[src/calibration_table_interpolator_core_defines.svh]
// Assertion macros for the calibration table interpolator core.
`ifndef CALIBRATION_TABLE_INTERPOLATOR_CORE_DEFINES_SVH
`define CALIBRATION_TABLE_INTERPOLATOR_CORE_DEFINES_SVH

// Same-cycle implication, disabled while reset is active.
`define CTI_ASSERT_IMP(label, clk, rstn, ante, cons, msg) \
    label: assert property (@(posedge clk) disable iff (!(rstn)) (ante) |-> (cons)) \
        else $error(msg);

// Next-cycle implication, disabled while reset is active.
`define CTI_ASSERT_NXT(label, clk, rstn, ante, cons, msg) \
    label: assert property (@(posedge clk) disable iff (!(rstn)) (ante) |=> (cons)) \
        else $error(msg);

`endif

[src/cti_pkg.sv]
`timescale 1ns / 1ps
package cti_pkg;
    localparam int TABLE_DEPTH = 16;
    localparam int IDX_W = $clog2(TABLE_DEPTH);
    localparam int CNT_W = $clog2(TABLE_DEPTH + 1);

    localparam int KEY_W  = 16;
    localparam int FREQ_W = 24;
    localparam int PROD_W = KEY_W + FREQ_W;
    localparam int DIV_STEPS = FREQ_W;
    localparam int STEP_W = $clog2(DIV_STEPS + 1);

    localparam logic [1:0] CMD_INSERT = 2'd0;
    localparam logic [1:0] CMD_CLEAR  = 2'd1;
    localparam logic [1:0] CMD_LOOKUP = 2'd2;

    localparam logic [1:0] CFG_BURST  = 2'd0;
    localparam logic [1:0] CFG_CENTER = 2'd1;
    localparam logic [1:0] CFG_SLOPE  = 2'd2;

    localparam logic [FREQ_W-1:0] FREQ_MAX = {FREQ_W{1'b1}};

    typedef struct packed {
        logic busy;
        logic done;
    } div_stat_t;
endpackage

[src/cti_div.sv]
`timescale 1ns / 1ps
module cti_div (
    input  logic                         aclk,
    input  logic                         aresetn,
    input  logic                         start,
    input  logic [cti_pkg::PROD_W-1:0]   num,
    input  logic [cti_pkg::KEY_W-1:0]    den,
    output cti_pkg::div_stat_t           stat,
    output logic [cti_pkg::FREQ_W-1:0]   quo
);
    import cti_pkg::*;

    // Quotient is known to fit FREQ_W bits, so the top KEY_W numerator bits
    // are already below the divisor and seed the remainder directly.
    logic [KEY_W-1:0]  rem_reg;
    logic [FREQ_W-1:0] q_reg;
    logic [STEP_W-1:0] step_reg;
    logic              busy_reg;
    logic              done_reg;
    logic [KEY_W:0]    trial;
    logic [KEY_W:0]    diff;
    logic              take;

    always_comb begin
        trial = {rem_reg, q_reg[FREQ_W-1]};
        diff  = trial - {1'b0, den};
        take  = (trial >= {1'b0, den});
    end

    always_ff @(posedge aclk) begin
        if (!aresetn) begin
            busy_reg <= 1'b0;
            done_reg <= 1'b0;
            step_reg <= '0;
        end else begin
            done_reg <= busy_reg && !start && (step_reg == STEP_W'(1));
            if (start) begin
                busy_reg <= 1'b1;
                step_reg <= STEP_W'(DIV_STEPS);
            end else if (busy_reg) begin
                step_reg <= step_reg - STEP_W'(1);
                if (step_reg == STEP_W'(1)) begin
                    busy_reg <= 1'b0;
                end
            end
        end
    end

    always_ff @(posedge aclk) begin
        if (start) begin
            rem_reg <= num[PROD_W-1:FREQ_W];
            q_reg   <= num[FREQ_W-1:0];
        end else if (busy_reg) begin
            rem_reg <= take ? diff[KEY_W-1:0] : trial[KEY_W-1:0];
            q_reg   <= {q_reg[FREQ_W-2:0], take};
        end
    end

    assign stat.busy = busy_reg;
    assign stat.done = done_reg;
    assign quo = q_reg;
endmodule

[src/calibration_table_interpolator_core.sv]
`timescale 1ns / 1ps
// Calibration table interpolator: a sorted table of up to TABLE_DEPTH
// (key, frequency) pairs with one result beat per command beat. Insert
// updates a matching key or places a new key in order (status 1 for a new
// key when the table is full), clear empties the table, lookup clamps
// outside the key span and interpolates linearly inside it, truncating
// toward zero; with an empty table a lookup uses burst_freq + empty_slope *
// (key - center_voltage) saturated to 24 bits. One command at a time:
// s_tready is high only while the sequencer is idle. Timing is set by the
// single-port table scan and by the shared multiplier and 24-step serial
// divider: clear and unused commands go straight to the result; an insert
// scans to its slot, moves each later entry up one place and writes; a
// lookup inside the table scans, then multiplies and divides; an
// empty-table lookup uses only the multiplier and clamped lookups use
// neither. No clearing pass follows reset; entries are only read once
// written. Configuration writes are always taken (cfg_ready is high).
`include "calibration_table_interpolator_core_defines.svh"
module calibration_table_interpolator_core (
    input  logic        aclk,
    input  logic        aresetn,
    // configuration write channel
    input  logic        cfg_valid,
    output logic        cfg_ready,
    input  logic [1:0]  cfg_index,
    input  logic [23:0] cfg_data,
    // command stream
    input  logic        s_tvalid,
    output logic        s_tready,
    input  logic [39:0] s_tdata,   // [15:0] key, [39:16] value
    input  logic [1:0]  s_tuser,   // [1:0] cmd
    // result stream
    output logic        m_tvalid,
    input  logic        m_tready,
    output logic [31:0] m_tdata    // [0] status, [24:1] frequency,
                                   // [29:25] entries_held, [31:30] zero
);
    import cti_pkg::*;

    localparam logic [3:0] ST_IDLE     = 4'd0;
    localparam logic [3:0] ST_SCAN_RD  = 4'd1;
    localparam logic [3:0] ST_SCAN_CHK = 4'd2;
    localparam logic [3:0] ST_SHIFT_RD = 4'd3;
    localparam logic [3:0] ST_SHIFT_WR = 4'd4;
    localparam logic [3:0] ST_INS_WR   = 4'd5;
    localparam logic [3:0] ST_MUL      = 4'd6;
    localparam logic [3:0] ST_ROUGH    = 4'd7;
    localparam logic [3:0] ST_DIV_GO   = 4'd8;
    localparam logic [3:0] ST_DIV_WAIT = 4'd9;
    localparam logic [3:0] ST_DONE     = 4'd10;

    // configuration registers
    logic [FREQ_W-1:0] burst_reg;
    logic [KEY_W-1:0]  center_reg;
    logic [7:0]        slope_reg;

    // sequencer state
    logic [3:0]        state_reg, state_next;
    logic [CNT_W-1:0]  count_reg;
    logic [CNT_W-1:0]  idx_reg;
    logic [CNT_W-1:0]  pos_reg;
    logic [1:0]        cmd_reg;
    logic [KEY_W-1:0]  key_reg;
    logic [FREQ_W-1:0] val_reg;
    logic [KEY_W-1:0]  prev_key_reg;
    logic [FREQ_W-1:0] prev_val_reg;
    logic              neg_reg;
    logic [FREQ_W-1:0] mul_a_reg;
    logic [KEY_W-1:0]  mul_b_reg;
    logic [PROD_W-1:0] prod_reg;
    logic [KEY_W-1:0]  dv_reg;
    logic [FREQ_W-1:0] res_freq_reg;
    logic              res_status_reg;

    // output register
    logic              m_valid_reg;
    logic [31:0]       m_data_reg;

    // table storage, single write port and one registered read port
    logic [KEY_W-1:0]  key_mem [TABLE_DEPTH];
    logic [FREQ_W-1:0] val_mem [TABLE_DEPTH];
    logic [KEY_W-1:0]  key_rd;
    logic [FREQ_W-1:0] val_rd;
    logic [IDX_W-1:0]  rd_addr;
    logic [IDX_W-1:0]  wr_addr;
    logic              wr_en;
    logic [KEY_W-1:0]  wr_key;
    logic [FREQ_W-1:0] wr_val;

    // divider
    div_stat_t         div_stat;
    logic [FREQ_W-1:0] div_quo;

    logic              s_beat;
    logic              last_idx;
    logic              full;
    logic [KEY_W:0]    rough_diff;
    logic [FREQ_W:0]   rough_sum;

    assign cfg_ready = 1'b1;
    assign s_tready  = (state_reg == ST_IDLE);
    assign s_beat    = s_tvalid && s_tready;
    assign m_tvalid  = m_valid_reg;
    assign m_tdata   = m_data_reg;

    assign last_idx   = ((idx_reg + CNT_W'(1)) == count_reg);
    assign full       = (count_reg == CNT_W'(TABLE_DEPTH));
    assign rough_diff = {1'b0, s_tdata[KEY_W-1:0]} - {1'b0, center_reg};
    assign rough_sum  = {1'b0, burst_reg} + {1'b0, prod_reg[FREQ_W-1:0]};

    always_ff @(posedge aclk) begin
        if (!aresetn) begin
            burst_reg  <= 24'd4000000;
            center_reg <= 16'd16500;
            slope_reg  <= 8'd10;
        end else if (cfg_valid && cfg_ready) begin
            case (cfg_index)
                CFG_BURST:  burst_reg  <= cfg_data;
                CFG_CENTER: center_reg <= cfg_data[KEY_W-1:0];
                CFG_SLOPE:  slope_reg  <= cfg_data[7:0];
                default: ;
            endcase
        end
    end

    // Address and write selection for the table port.
    always_comb begin
        rd_addr = idx_reg[IDX_W-1:0];
        wr_en   = 1'b0;
        wr_addr = idx_reg[IDX_W-1:0];
        wr_key  = key_reg;
        wr_val  = val_reg;
        case (state_reg)
            ST_SHIFT_RD: rd_addr = IDX_W'(idx_reg - CNT_W'(1));
            ST_SHIFT_WR: begin
                wr_en  = 1'b1;
                wr_key = key_rd;
                wr_val = val_rd;
            end
            ST_INS_WR: wr_en = 1'b1;
            ST_SCAN_CHK: wr_en = (cmd_reg == CMD_INSERT) && (key_rd == key_reg);
            default: ;
        endcase
    end

    always_ff @(posedge aclk) begin
        if (wr_en) begin
            key_mem[wr_addr] <= wr_key;
            val_mem[wr_addr] <= wr_val;
        end
        key_rd <= key_mem[rd_addr];
        val_rd <= val_mem[rd_addr];
    end

    always_comb begin
        state_next = state_reg;
        case (state_reg)
            ST_IDLE: begin
                if (s_beat) begin
                    case (s_tuser)
                        CMD_INSERT: state_next = (count_reg == '0) ? ST_INS_WR : ST_SCAN_RD;
                        CMD_LOOKUP: state_next = (count_reg == '0) ? ST_MUL : ST_SCAN_RD;
                        default:    state_next = ST_DONE;
                    endcase
                end
            end
            ST_SCAN_RD: state_next = ST_SCAN_CHK;
            ST_SCAN_CHK: begin
                if (cmd_reg == CMD_INSERT) begin
                    if (key_rd == key_reg) begin
                        state_next = ST_DONE;
                    end else if (key_rd > key_reg) begin
                        state_next = full ? ST_DONE : ST_SHIFT_RD;
                    end else if (last_idx) begin
                        state_next = full ? ST_DONE : ST_INS_WR;
                    end else begin
                        state_next = ST_SCAN_RD;
                    end
                end else begin
                    if (key_reg <= key_rd && idx_reg == '0) begin
                        state_next = ST_DONE;
                    end else if (key_reg < key_rd) begin
                        state_next = ST_MUL;
                    end else if (last_idx) begin
                        state_next = ST_DONE;
                    end else begin
                        state_next = ST_SCAN_RD;
                    end
                end
            end
            ST_SHIFT_RD: state_next = ST_SHIFT_WR;
            ST_SHIFT_WR: begin
                state_next = ((idx_reg - CNT_W'(1)) == pos_reg) ? ST_INS_WR : ST_SHIFT_RD;
            end
            ST_INS_WR: state_next = ST_DONE;
            ST_MUL:    state_next = (count_reg == '0) ? ST_ROUGH : ST_DIV_GO;
            ST_ROUGH:  state_next = ST_DONE;
            ST_DIV_GO: state_next = ST_DIV_WAIT;
            ST_DIV_WAIT: if (div_stat.done) state_next = ST_DONE;
            ST_DONE:   if (!m_valid_reg || m_tready) state_next = ST_IDLE;
            default:   state_next = ST_IDLE;
        endcase
    end

    always_ff @(posedge aclk) begin
        if (!aresetn) begin
            state_reg   <= ST_IDLE;
            count_reg   <= '0;
            m_valid_reg <= 1'b0;
        end else begin
            state_reg <= state_next;
            // Load the result register when it is free or draining, else drop valid on a beat.
            if (state_reg == ST_DONE && (!m_valid_reg || m_tready)) begin
                m_valid_reg <= 1'b1;
            end else if (m_tready) begin
                m_valid_reg <= 1'b0;
            end
            case (state_reg)
                ST_IDLE: if (s_beat && s_tuser == CMD_CLEAR) count_reg <= '0;
                ST_INS_WR: count_reg <= count_reg + CNT_W'(1);
                default: ;
            endcase
        end
    end

    // Datapath registers, steered by the sequencer state.
    always_ff @(posedge aclk) begin
        case (state_reg)
            ST_IDLE: begin
                cmd_reg        <= s_tuser;
                key_reg        <= s_tdata[KEY_W-1:0];
                val_reg        <= s_tdata[KEY_W+FREQ_W-1:KEY_W];
                idx_reg        <= '0;
                res_freq_reg   <= '0;
                res_status_reg <= 1'b0;
                // rough model: magnitude of key minus center, sign kept apart
                neg_reg   <= rough_diff[KEY_W];
                mul_a_reg <= FREQ_W'(slope_reg);
                mul_b_reg <= rough_diff[KEY_W] ? KEY_W'(-rough_diff) : rough_diff[KEY_W-1:0];
            end
            ST_SCAN_CHK: begin
                if (cmd_reg == CMD_INSERT) begin
                    if (key_rd > key_reg) begin
                        pos_reg        <= idx_reg;
                        idx_reg        <= count_reg;
                        res_status_reg <= full;
                    end else if (key_rd != key_reg) begin
                        idx_reg        <= idx_reg + CNT_W'(1);
                        res_status_reg <= last_idx && full;
                    end
                end else begin
                    if (key_reg <= key_rd && idx_reg == '0) begin
                        res_freq_reg <= val_rd;
                    end else if (key_reg < key_rd) begin
                        neg_reg      <= (val_rd < prev_val_reg);
                        mul_a_reg    <= (val_rd < prev_val_reg) ? prev_val_reg - val_rd
                                                                : val_rd - prev_val_reg;
                        mul_b_reg    <= key_reg - prev_key_reg;
                        dv_reg       <= key_rd - prev_key_reg;
                    end else if (last_idx) begin
                        res_freq_reg <= val_rd;
                    end else begin
                        prev_key_reg <= key_rd;
                        prev_val_reg <= val_rd;
                        idx_reg      <= idx_reg + CNT_W'(1);
                    end
                end
            end
            ST_SHIFT_WR: idx_reg <= idx_reg - CNT_W'(1);
            // widen both operands so the full product is kept
            ST_MUL: prod_reg <= {{KEY_W{1'b0}}, mul_a_reg} * {{FREQ_W{1'b0}}, mul_b_reg};
            ST_ROUGH: begin
                if (neg_reg) begin
                    res_freq_reg <= (prod_reg[FREQ_W-1:0] > burst_reg) ? '0
                                    : burst_reg - prod_reg[FREQ_W-1:0];
                end else begin
                    res_freq_reg <= rough_sum[FREQ_W] ? FREQ_MAX : rough_sum[FREQ_W-1:0];
                end
            end
            ST_DIV_WAIT: begin
                if (div_stat.done) begin
                    res_freq_reg <= neg_reg ? prev_val_reg - div_quo : prev_val_reg + div_quo;
                end
            end
            ST_DONE: begin
                if (!m_valid_reg || m_tready) begin
                    m_data_reg <= {2'b00, 5'(count_reg), res_freq_reg, res_status_reg};
                end
            end
            default: ;
        endcase
    end

    cti_div u_div (
        .aclk    (aclk),
        .aresetn (aresetn),
        .start   (state_reg == ST_DIV_GO),
        .num     (prod_reg),
        .den     (dv_reg),
        .stat    (div_stat),
        .quo     (div_quo)
    );

    `CTI_ASSERT_IMP(a_count_bound, aclk, aresetn, 1'b1,
        count_reg <= CNT_W'(TABLE_DEPTH), "entry count beyond table depth")
    `CTI_ASSERT_IMP(a_full_status, aclk, aresetn, m_valid_reg && m_data_reg[0],
        m_data_reg[29:25] == 5'(TABLE_DEPTH), "full status with table not full")
    `CTI_ASSERT_IMP(a_div_done, aclk, aresetn, div_stat.done,
        state_reg == ST_DIV_WAIT, "divider finished outside its wait state")
    `CTI_ASSERT_NXT(a_clear, aclk, aresetn, s_beat && s_tuser == CMD_CLEAR,
        count_reg == '0, "clear left entries")
endmodule

[config.mk]
export PLATFORM = sky130hd
export DESIGN_NAME = calibration_table_interpolator_core
export DESIGN_NICKNAME = d
export VERILOG_FILES = /design/src/cti_pkg.sv /design/src/cti_div.sv /design/src/calibration_table_interpolator_core.sv
export VERILOG_INCLUDE_DIRS = /design/src /design/src/src
export SDC_FILE = /design/constraint.sdc
export NUM_CORES = 2
export LEC_CHECK = 0
export ABC_AREA = 1
export BUFFER_PORTS_ARGS = -buffer_cell sky130_fd_sc_hd__clkbuf_2
export CAP_MARGIN = 10
export CORE_MARGIN = 4
export CORE_UTILIZATION = 50
export DETAILED_ROUTE_END_ITERATION = 8
export HOLD_SLACK_MARGIN = 0.05
export PLACE_DENSITY_LB_ADDON = 0.05
export SYNTH_ARGS = -nofsm -noshare
export SYNTH_HDL_FRONTEND = slang
export SYNTH_HIERARCHICAL = 1
export SYNTH_SLANG_ARGS = --single-unit
[constraint.sdc]
create_clock -name aclk -period 11.8 [get_ports aclk]
set_input_delay 0.59 -clock aclk [delete_from_list [all_inputs] [get_ports aclk]]
set_output_delay 0.59 -clock aclk [all_outputs]
set_load 0.05 [all_outputs]
* Word level (Yosys, flattened, before mapping)
Memories as Yosys holds them, arrays and structs flattened. A register that Yosys moved wholly into a read port is not among the register bits. Cells that the tools add are included.
Operators by class: add/subtract/negate cells 15, $mul 1, magnitude comparators 6, equality and inequality tests 35, mux-type cells 73, bitwise gates (word level) 5, reductions and logical operators 39
Operators with widths (count):
- $mux 24 | 16
- $mux 16 | 8
- $pmux 24 s4 | 1
- $sub 24x24->24 | 4
- $mux 4 | 14
- $pmux 24 s2 | 1
- $sub 16x16->16 | 3
- $mux 5 | 9
- $mul 24x16->40 | 1
- $pmux 4 s10 | 1
- $pmux 16 s2 | 1
- $add 24x24->25 | 1
- $add 24x24->24 | 1
- $gt 24x24->1 | 1
- $lt 24x24->1 | 1
- $ne 3x3->1 const B | 6
- $ge 17x16->1 | 1
- $sub 16x16->17 | 1
- $eq 16x16->1 | 1
- $eq 4x3->1 const B | 4
- $gt 16x16->1 | 1
- $le 16x16->1 | 1
- $lt 16x16->1 | 1
- $ne 16x16->1 | 1
- other kinds (35) | 94
Storage, ports and cells: register bits after elaboration 349, memory bits (writable) 640, bits of input ports 73, output and inout bits 35, logic and storage cells 203, memories 2
Memory list:
- val_mem | words 16, bits a word 24, read ports 1, clocked after Yosys merged registers in 1, wr ports 1, RTL line calibration_table_interpolator_core.sv:80 | logic [FREQ_W-1:0] val_mem [TABLE_DEPTH];
- key_mem | words 16, bits a word 16, read ports 1, clocked after Yosys merged registers in 1, wr ports 1, RTL line calibration_table_interpolator_core.sv:79 | logic [KEY_W-1:0] key_mem [TABLE_DEPTH];

* Longest topological paths before layout
word-level depth 7, mapped depth 28, mapped depth without buffers 26

* Cells and area by module
The synthesis kept the hierarchy.
By module, submodules not included:
- calibration_table_interpolator_core | times used 1, cells each 6364, area each 60331.6 um^2, sequential area each 28507.3 um^2
- cti_div | times used 1, cells each 470, area each 3532.1 um^2, sequential area each 1341.3 um^2

* Least setup slack after synthesis
No wires, ideal clock.
kind register to register, start reg mul_a_reg[14], end reg prod_reg[32] (data pin), library setup time 0.252 ns, arrival 5.417 ns, required time 11.548 ns, path slack 6.131 ns, stages on the path, launching flop included 26, path buffers 2, path through edfxtp_1 > clkbuf_1 > clkbuf_1 > nand2_1 > fa_1 > inv_1 > fa_1 > inv_1 > fa_1 > inv_1 > fa_1 > fa_1 > inv_1 > fa_1 > inv_1 > ha_1 > a21oi_1 > inv_1 > a31oi_1 > o21ai_0 > a21oi_1 > o21bai_1 > nand2_1 > nand2_1 > nand2_1 > nand2_1
Between the ends: longest elaborated chain between the ends 1
RTL lines:
- from (decl) | RTL line calibration_table_interpolator_core.sv:67 | logic [FREQ_W-1:0] mul_a_reg;
- from (signal assigned) | RTL line calibration_table_interpolator_core.sv:237 | mul_a_reg <= FREQ_W'(slope_reg);
- from (signal assigned) | RTL line calibration_table_interpolator_core.sv:255 | mul_a_reg <= (val_rd < prev_val_reg) ? prev_val_reg - val_rd
- $mul 24x16->40 | RTL line calibration_table_interpolator_core.sv:270 | ST_MUL: prod_reg <= {{KEY_W{1'b0}}, mul_a_reg} * {{FREQ_W{1'b0}}, mul_b_reg};
- to (signal assigned) | RTL line calibration_table_interpolator_core.sv:270
- to (decl) | RTL line calibration_table_interpolator_core.sv:69 | logic [PROD_W-1:0] prod_reg;
Every way passes these cells. A chain may end at the register's enable or synchronous reset.

* Worst setup path after layout
start reg mul_b_reg[8], end reg prod_reg[25] (data pin)
Between the ends: longest elaborated chain between the ends 1
RTL lines:
- from (decl) | RTL line calibration_table_interpolator_core.sv:68 | logic [KEY_W-1:0] mul_b_reg;
- from (signal assigned) | RTL line calibration_table_interpolator_core.sv:238 | mul_b_reg <= rough_diff[KEY_W] ? KEY_W'(-rough_diff) : rough_diff[KEY_W-1:0];
- from (signal assigned) | RTL line calibration_table_interpolator_core.sv:257 | mul_b_reg <= key_reg - prev_key_reg;
- $mul 24x16->40 | RTL line calibration_table_interpolator_core.sv:270
Every way passes these cells.

==> impl_metrics.py <==
metrics = {
    "status": {
        "status": "complete, no violations",
    },
    "synth": {
        "synth_area_um2": 63900,
        "ys_warn_count": 6,
        "synthCells": 6833,
        "avgSynthCellArea_um2": 9.35,
    },
    "worst_setup_path": {
        "arrival_ns": 6.98,
        "crit_type": "register to register",
        "endpoint_kind": "register",
        "critPathMaxFanout": 24,
        "cp-start-kind": "register",
        "required_ns": 12.27,
    },
    "drt": {
        "wirelength_um": 193000,
        "vias_per_cell": 5.64,
        "drt_pass1_iterations": 5,
        "dr_total_vias": 48547,
        "routedWlPerCell_um": 22.4,
        "postRouteAntennaNets": 0,
        "drtIter0Drc": 4460,
        "drc": 0,
    },
    "clock_tree": {
        "cts_sinks": 1029,
        "cts_root_buffer": "clkbuf_16",
        "post-cts-setup-buffers": 0,
        "clock_latency_ns": 0.77,
        "cts_buffers": 110,
        "cts_tree": "built",
        "post_cts_resized": 0,
        "clockBufferDepth": 3,
        "htree_levels": 3,
        "holdBufCountCts": 28,
        "path_clk_slew_ns": 0.06,
    },
    "layout": {
        "drive_above_1_share_pct": 6.70,
        "nNetsFinal": 7575,
        "multi_input_area_um2": 29100,
        "fillCellCount": 11383,
        "seqCellArea_um2": 29800,
        "synthToLayoutAreaGrowth_pct": 9.64,
        "diodes": 0,
        "largest_reg_flops": 384,
    },
    "timing": {
        "layout_min_cycle_time_ns": 6.50,
        "final-max-slew-violation-count": 0,
        "rsz0062_at_grt": "false",
        "worst_clock_skew_ns": 0.0751,
        "slew_headroom_pct": 17.2,
        "setup_violations": 0,
        "tightest_slew_ns": 1.24,
        "hold_viol": 0,
        "tns_ns": 0,
        "timing.final.crit_share_pct": 55.1,
        "timing.fmax_mhz": 154,
    },
    "worst_hold_path": {
        "min_path_type": "input port to register",
    },
    "die": {
        "ios": 108,
        "core_um2": 126000,
        "rows": 130,
        "dieArea_um2": 133000,
        "initial_core_util_pct": 50.6,
        "chipWidth_um": 365,
        "die_h_um": 365,
    },
    "grt": {
        "grt_max_degree": 227,
        "grt_pass1_vias": 46776,
        "grt_pass1_wl_um": 289000,
        "grt_overflow": 0,
        "grt_usage_pct": 28.7,
        "antenna_found_initial": 6,
    },
    "place": {
        "post-dp-hpwl_um": 132000,
        "buffer_ports.inserted": 104,
        "gp_congestion": 0.948,
    },
    "job": {
        "max_cap_violations": 0,
    },
}
[final timing paths]
kind	slack, ns	end	cells past startpoint	start
worst max-delay path	5.30	prod_reg[25]$_DFFE_PN_	20	mul_b_reg[8]$_DFFE_PP_
worst max register to register	5.30	prod_reg[25]$_DFFE_PN_	20	mul_b_reg[8]$_DFFE_PP_
worst min register to register	0.41	m_tdata[23]$_DFFE_PP_	0	res_freq_reg[22]$_DFFE_PP_
worst min-delay path	0.1	burst_reg[17]$_SDFFE_PN0P_	3	cfg_data[17]
[cells in the final DEF, fill, tap and decap left out, drive strengths merged, types with 19 or more instances in the layout]
| cell type | count |
|---|---|
| a21o | 26 |
| a21oi | 297 |
| a31oi | 21 |
| buf | 90 |
| clkbuf | 239 |
| clkinv | 54 |
| dfxtp | 105 |
| dlygate4sd3 | 28 |
| edfxtp | 924 |
| fa | 315 |
| ha | 318 |
| inv | 1011 |
| nand2 | 1395 |
| nand3 | 265 |
| nand3b | 22 |
| nand4 | 45 |
| nor2 | 678 |
| nor3 | 52 |
| o211ai | 63 |
| o21ai | 588 |
| o21bai | 19 |
| o221ai | 108 |
| o22ai | 53 |
| xnor2 | 36 |
| xor2 | 104 |
[routing by layer]
metal	global-route usage, %	vias to the layer above	part of all wire [%]
met5	0	-	0.018
met4	8.54	6	3.2
met3	4.03	305	6.7
met2	46.4	1656	46
met1	40.5	23833	44
li1	-	22747	-
[critical path, cell delays in order (launching register included)]
cell	delay (ns)
edfxtp_1	1.16
nand2_1	0.18
fa_1	0.56
inv_1	0.06
fa_1	0.50
inv_1	0.05
fa_1	0.53
inv_1	0.05
fa_1	0.48
fa_1	0.49
inv_1	0.05
fa_1	0.48
inv_1	0.04
ha_1	0.34
a21oi_1	0.22
o21ai_0	0.19
a21oi_1	0.23
nand2_1	0.09
a21oi_1	0.24
o21ai_0	0.15
xor2_1	0.16
[cell type report]
class	count	area share [%]
clock inverter	67	1.06
tap	1650	2.95
sequential	1029	42.6
inverter	1012	5.44
multi-input combinational	4494	41.6
clock buffer	135	4.18
timing repair buffer	222	2.14
[through the flow]
step | hold slack (ns) | instance area, um2 | std cells | setup slack, ns | util, %
after global routing | 0.0764 | 70000 | 8609 | 4.86 | 55.5
after CTS | 0.0559 | 70000 | 8608 | 5.27 | 55.5
after global placement | 0.402 | 66100 | 8378 | 5.35 | 52.3
after detailed placement | 0.405 | 66100 | 8378 | 5.29 | 52.3
after floorplan | 0.400 | 63900 | 6834 | 6.13 | -
final | 0.0992 | 70000 | 8609 | 5.30 | 55.5
Power is left out: the tool's default activity adds up to more than one toggle a clock period on the data nets, which glitch-free logic cannot reach.
